`src/sv/assert_macros.svh`:
```
// Assertion macros shared by the RTL.
`ifndef ASSERT_MACROS_SVH
`define ASSERT_MACROS_SVH
`ifndef SYNTH
`define AST_PROP(lbl, clk, rst, prop) \
   lbl: assert property (@(posedge clk) disable iff (rst) prop) \
      else $error("assertion failed");
`define AST_NEVER(lbl, clk, rst, expr) \
   lbl: assert property (@(posedge clk) disable iff (rst) !(expr)) \
      else $error("forbidden condition");
`else
`define AST_PROP(lbl, clk, rst, prop)
`define AST_NEVER(lbl, clk, rst, expr)
`endif
`endif

```
`src/sv/fap_pkg.sv`:
```
`default_nettype none
package fap_pkg;

   localparam logic [3:0] OP_ADD = 4'd0;
   localparam logic [3:0] OP_SUB = 4'd1;
   localparam logic [3:0] OP_MUL = 4'd2;
   localparam logic [3:0] OP_DIV = 4'd3;
   localparam logic [3:0] OP_MIN = 4'd4;
   localparam logic [3:0] OP_MAX = 4'd5;
   localparam logic [3:0] OP_INC = 4'd6;
   localparam logic [3:0] OP_DEC = 4'd7;
   localparam logic [3:0] OP_I2F = 4'd8;
   localparam logic [3:0] OP_F2I = 4'd9;

   localparam logic signed [47:0] S32_MAX = 48'sd2147483647;
   localparam logic signed [47:0] S32_MIN = -48'sd2147483648;

   typedef struct packed {
      logic [31:0] result;
      logic        ov;
   } res_type;

   // Side data that travels with each beat through the divider chain.
   typedef struct packed {
      logic [3:0]  op;
      logic [31:0] result;
      logic        ov;
      logic        less;
      logic        equal;
      logic        greater;
      logic        dz;
      logic        neg;
   } side_type;

   function automatic res_type sat48(input logic signed [47:0] v);
      res_type r;
      r.ov = 1'b0;
      r.result = v[31:0];
      if (v > S32_MAX) begin
         r.ov = 1'b1;
         r.result = S32_MAX[31:0];
      end else if (v < S32_MIN) begin
         r.ov = 1'b1;
         r.result = S32_MIN[31:0];
      end
      return r;
   endfunction

   function automatic res_type sign_mag(input logic neg, input logic [63:0] mag);
      res_type r;
      r.ov = 1'b0;
      if (neg) begin
         if (mag > 64'd2147483648) begin
            r.ov = 1'b1;
            r.result = 32'h8000_0000;
         end else begin
            r.result = -mag[31:0];
         end
      end else begin
         if (mag > 64'd2147483647) begin
            r.ov = 1'b1;
            r.result = 32'h7fff_ffff;
         end else begin
            r.result = mag[31:0];
         end
      end
      return r;
   endfunction

endpackage
`default_nettype wire

```
`src/sv/fap_cell.sv`:
```
`default_nettype none
// One restoring-division step: brings down one numerator bit, yields one quotient bit.
module fap_cell
   import fap_pkg::*;
#(
   parameter int NW = 41
) (
   input  wire logic          clock,
   input  wire logic          reset,
   input  wire logic          valid_in,
   input  wire side_type      side_in,
   input  wire logic [NW-1:0] nq_in,
   input  wire logic [31:0]   rem_in,
   input  wire logic [31:0]   den_in,
   output logic               valid_out,
   output side_type           side_out,
   output logic [NW-1:0]      nq_out,
   output logic [31:0]        rem_out,
   output logic [31:0]        den_out
);

   logic            valid_ff;
   side_type        side_ff;
   logic [NW-1:0]   nq_ff, nq_in_v;
   logic [31:0]     rem_ff, rem_in_v, den_ff;
   logic [32:0]     shifted;
   logic [33:0]     diff;
   logic            qbit;

   always_comb begin
      shifted  = {rem_in, nq_in[NW-1]};
      diff     = {1'b0, shifted} - {2'b00, den_in};
      qbit     = ~diff[33];
      rem_in_v = qbit ? diff[31:0] : shifted[31:0];
      nq_in_v  = {nq_in[NW-2:0], qbit};
   end

   always_ff @(posedge clock) begin
      if (reset) begin
         valid_ff <= 1'b0;
      end else begin
         valid_ff <= valid_in;
      end
      side_ff <= side_in;
      nq_ff   <= nq_in_v;
      rem_ff  <= rem_in_v;
      den_ff  <= den_in;
   end

   assign valid_out = valid_ff;
   assign side_out  = side_ff;
   assign nq_out    = nq_ff;
   assign rem_out   = rem_ff;
   assign den_out   = den_ff;

endmodule
`default_nettype wire
```
`config.mk`:
```
export PLATFORM = sky130hd
export DESIGN_NAME = fap_cell
export DESIGN_NICKNAME = d
export VERILOG_FILES = /design/src/sv/assert_macros.svh /design/src/sv/fap_pkg.sv /design/src/sv/fap_cell.sv
export SDC_FILE = /design/constraint.sdc
export NUM_CORES = 1
export LEC_CHECK = 0
export BUFFER_PORTS_ARGS = -buffer_cell sky130_fd_sc_hd__buf_2
export CORE_UTILIZATION = 40
export CTS_CLUSTER_SIZE = 28
export DETAILED_ROUTE_END_ITERATION = 10
export PLACE_DENSITY = 0.72
export SYNTH_ARGS = -nofsm -noshare
export SYNTH_HDL_FRONTEND = slang
export SYNTH_SLANG_ARGS = --single-unit
```
`constraint.sdc`:
```
create_clock -name clock -period 3 [get_ports clock]
set_input_delay 0.3 -clock clock [delete_from_list [all_inputs] [get_ports clock]]
set_output_delay 0.3 -clock clock [all_outputs]
set_load 0.01 [all_outputs]
```
==> reports/qor.yml <==
status: "finished clean"
antenna_found_initial: 1
place_congestion: 0.905
grt_overflow_total: 0
core-area_um2: 12900
tightest_slew_ns: 0.480
maxSlewViolCount: 0
drv_cap: 0
cts_tree: "yes"
hold_start: "den_in[29]"
synth.distinct_cells: 53
port_buffers: 297
finalWorstSetupSlack_ns: 0.0578
peakVddDrop_uv: 370
cts_buffers: 17
ctsRootBufferMaster: "clkbuf_16"
holdPathStages: 1
routed_wl_um: 18600
pre_cts_slack_ns: -0.184
min_path_type: "input pin to flip-flop"
power.leakage_uw: 0.00454
die_w_um: 118
yosysWarnings: 0
grt_usage: 0.262
hold_viol: 0
synth-edff-count: 0
busiest_layer: "met2"
finalCritPeriodShare: 0.981
use_met2: 0.490
grt_pass1_wl_um: 27900
fin_crit_ns: 2.94
relSlewSlack: 0.678
netlist_area_um2: 5380
cts_num_sinks: 148
dr.pass1.iters: 5
vias_per_cell: 4.77
ys_seq_area_frac: 0.551
clk_path_buf_depth: 2
ctsHtreeMaxLevel: 4
synth-seq-cells: 148
syn_inst: 470
utilization: 0.702
endpoint_kind: "flip-flop"
grt_pass1_vias: 5340
synthArstFlopShare: 0
setup_viol: 0
path_clk_slew_ns: 0.06
ios: 298
ant_nets: 0
die_y_um: 118
syn_to_final_growth_pct: 68.2
grt_util_met1: 0.267
fmax_mhz: 340
min_to: "den_out[29]"
grt_max_degree: 18
synth-main-ff-cell: "dfxtp_1"
start_util: 0.418
power_density_nw_per_um2: 594
placedCellCount: 958
drive_gt1_frac: 0.435
wl_per_cell_um: 16.8
drt-initial-drc-count: 326
use_met3: 0.0877
synth_nets: 653
worstSetupPathType: "input pin to flip-flop"
avgSynthCellArea_um2: 11.4
num_vias: 5289
dp_hpwl_um: 12200
cp_max_fo: 7
required_ns: 3.31
rows: 41
fin_hold_ws_ns: 0.0107
finalNetCount: 1107
critPathArrivalTime_ns: 3.25
drc: 0
fin_cells: 1108
die-area_um2: 13900
total_power_uw: 5370
critPathLaunchType: "input pin"
==> critical path, cell delays in order <==
cell	delay (ns)
dlygate4sd3_1	0.52
buf_2	0.11
inv_1	0.04
ha_1	0.28
and4_4	0.25
nand3_2	0.10
or4_4	0.55
o21bai_4	0.14
a21oi_2	0.08
a31oi_4	0.25
buf_12	0.16
buf_12	0.13
mux2_2	0.33
==> kinds of logic (layout without fill, tap and decap cells) <==
family                     after synthesis  in the layout  share of synthesized area
AOI/OAI and AO/OA                      102            102                      0.128
xor gates and xnor gates                24             24                     0.0391
adders and majority gates               33             33                     0.0782
buffers and inverters                   49            514                     0.0435
DFF                                    148            148                      0.551
muxes                                   33             33                     0.0852
other                                    0              1                          0
and+or+nand+nor                         81             81                     0.0754
==> placed cells by master (no fill, tap or decap), drive strengths merged, types with 3 or more instances in the layout <==
cell and instances:
ha 32, mux2i 6, dlygate4sd3 109, nand4 6, nor2b 4, and3 6, a211oi 5, o31ai 5
o211ai 4, a31oi 4, inv 45, o21bai 4, nand2 23, o21ai 18, o21a 6, clkinv 3
a21oi 33, nand3 5, nand2b 4, xor2 7, a21o 7, or2 3, nor2 16, clkbuf 23
xnor2 17, dfxtp 148, nor3 6, or3 3, buf 332, mux2 27
==> routing by layer <==
layer,up-vias,wire (µm),share of wire
met5,-,0,0
met4,0,624,0.034
met3,47,1200,0.065
met2,239,9820,0.53
met1,2460,6940,0.37
li1,2543,-,-
==> sequential cells by signal (all words and copies together), names as in the netlist <==
name       count
side_out      42
nq_out        41
den_out       32
rem_out       32
valid_out      1
==> how the worst max path moves through the flow <==
stage / to / startpoint
4_1_cts: rem_out[25] / den_in[20]
5_1_grt: rem_out[1] / den_in[21]
6_report: rem_out[1] / den_in[20]
3_5_place_dp: rem_out[28] / nq_in[40]
3_3_place_gp: rem_out[28] / nq_in[40]
2_1_floorplan: rem_out[28] / nq_in[40]
==> cells in the mapped netlist, types with 4 or more instances <==
cell type  number  share of area
and3_1          6         0.0070
a21oi_1        32          0.030
nand2b_1        4         0.0047
nand3_1         5         0.0047
xor2_1          7          0.011
xnor2_1        17          0.028
nor2_1         16          0.011
nor3_1          6         0.0056
nand2_1        23          0.016
nand4_1         6         0.0070
buf_6           6          0.013
a211oi_1        5         0.0070
o21ai_0        17          0.016
dfxtp_1       148           0.55
o211ai_1        4         0.0056
ha_1           32          0.074
o21a_1          6         0.0084
a21o_1          7         0.0098
inv_1          41          0.029
nor2b_1         4         0.0047
mux2_4         25          0.070
mux2i_1         6          0.011
o31ai_1         5         0.0070
==> final cells by class <==
type	instances	area, µm²
fill	906	3830
sequential	148	2960
timing repair buffer	443	2930
multi-input combinational	273	2250
clock buffer	21	460
tap	172	215
inverter	41	154
clock inverter	9	72.6
antenna	1	2.50
==> stage by stage <==
stage	setup TNS (ns)	instance area, µm²
after floorplan	0	5380
after global placement	-0.603	7230
after detailed placement	-0.674	7230
after CTS	0	8850
after global routing	-0.173	9040
final	0	9040
==> power by group <==
| part | switching, µW | leakage, µW | internal [µW] |
|---|---|---|---|
| registers | 47.2 | 0.00125 | 2150 |
| logic | 587 | 0.00303 | 662 |
| clock network | 828 | 0.000257 | 1100 |
==> timing repair <==
item	CTS	global route
setup endpoints to repair	0	30
setup buffers	0	8
gates resized for setup	0	16
hold buffers	109	0
endpoints found under the hold margin	109	0
No activity file was read; power rests on OpenSTA's default activity.
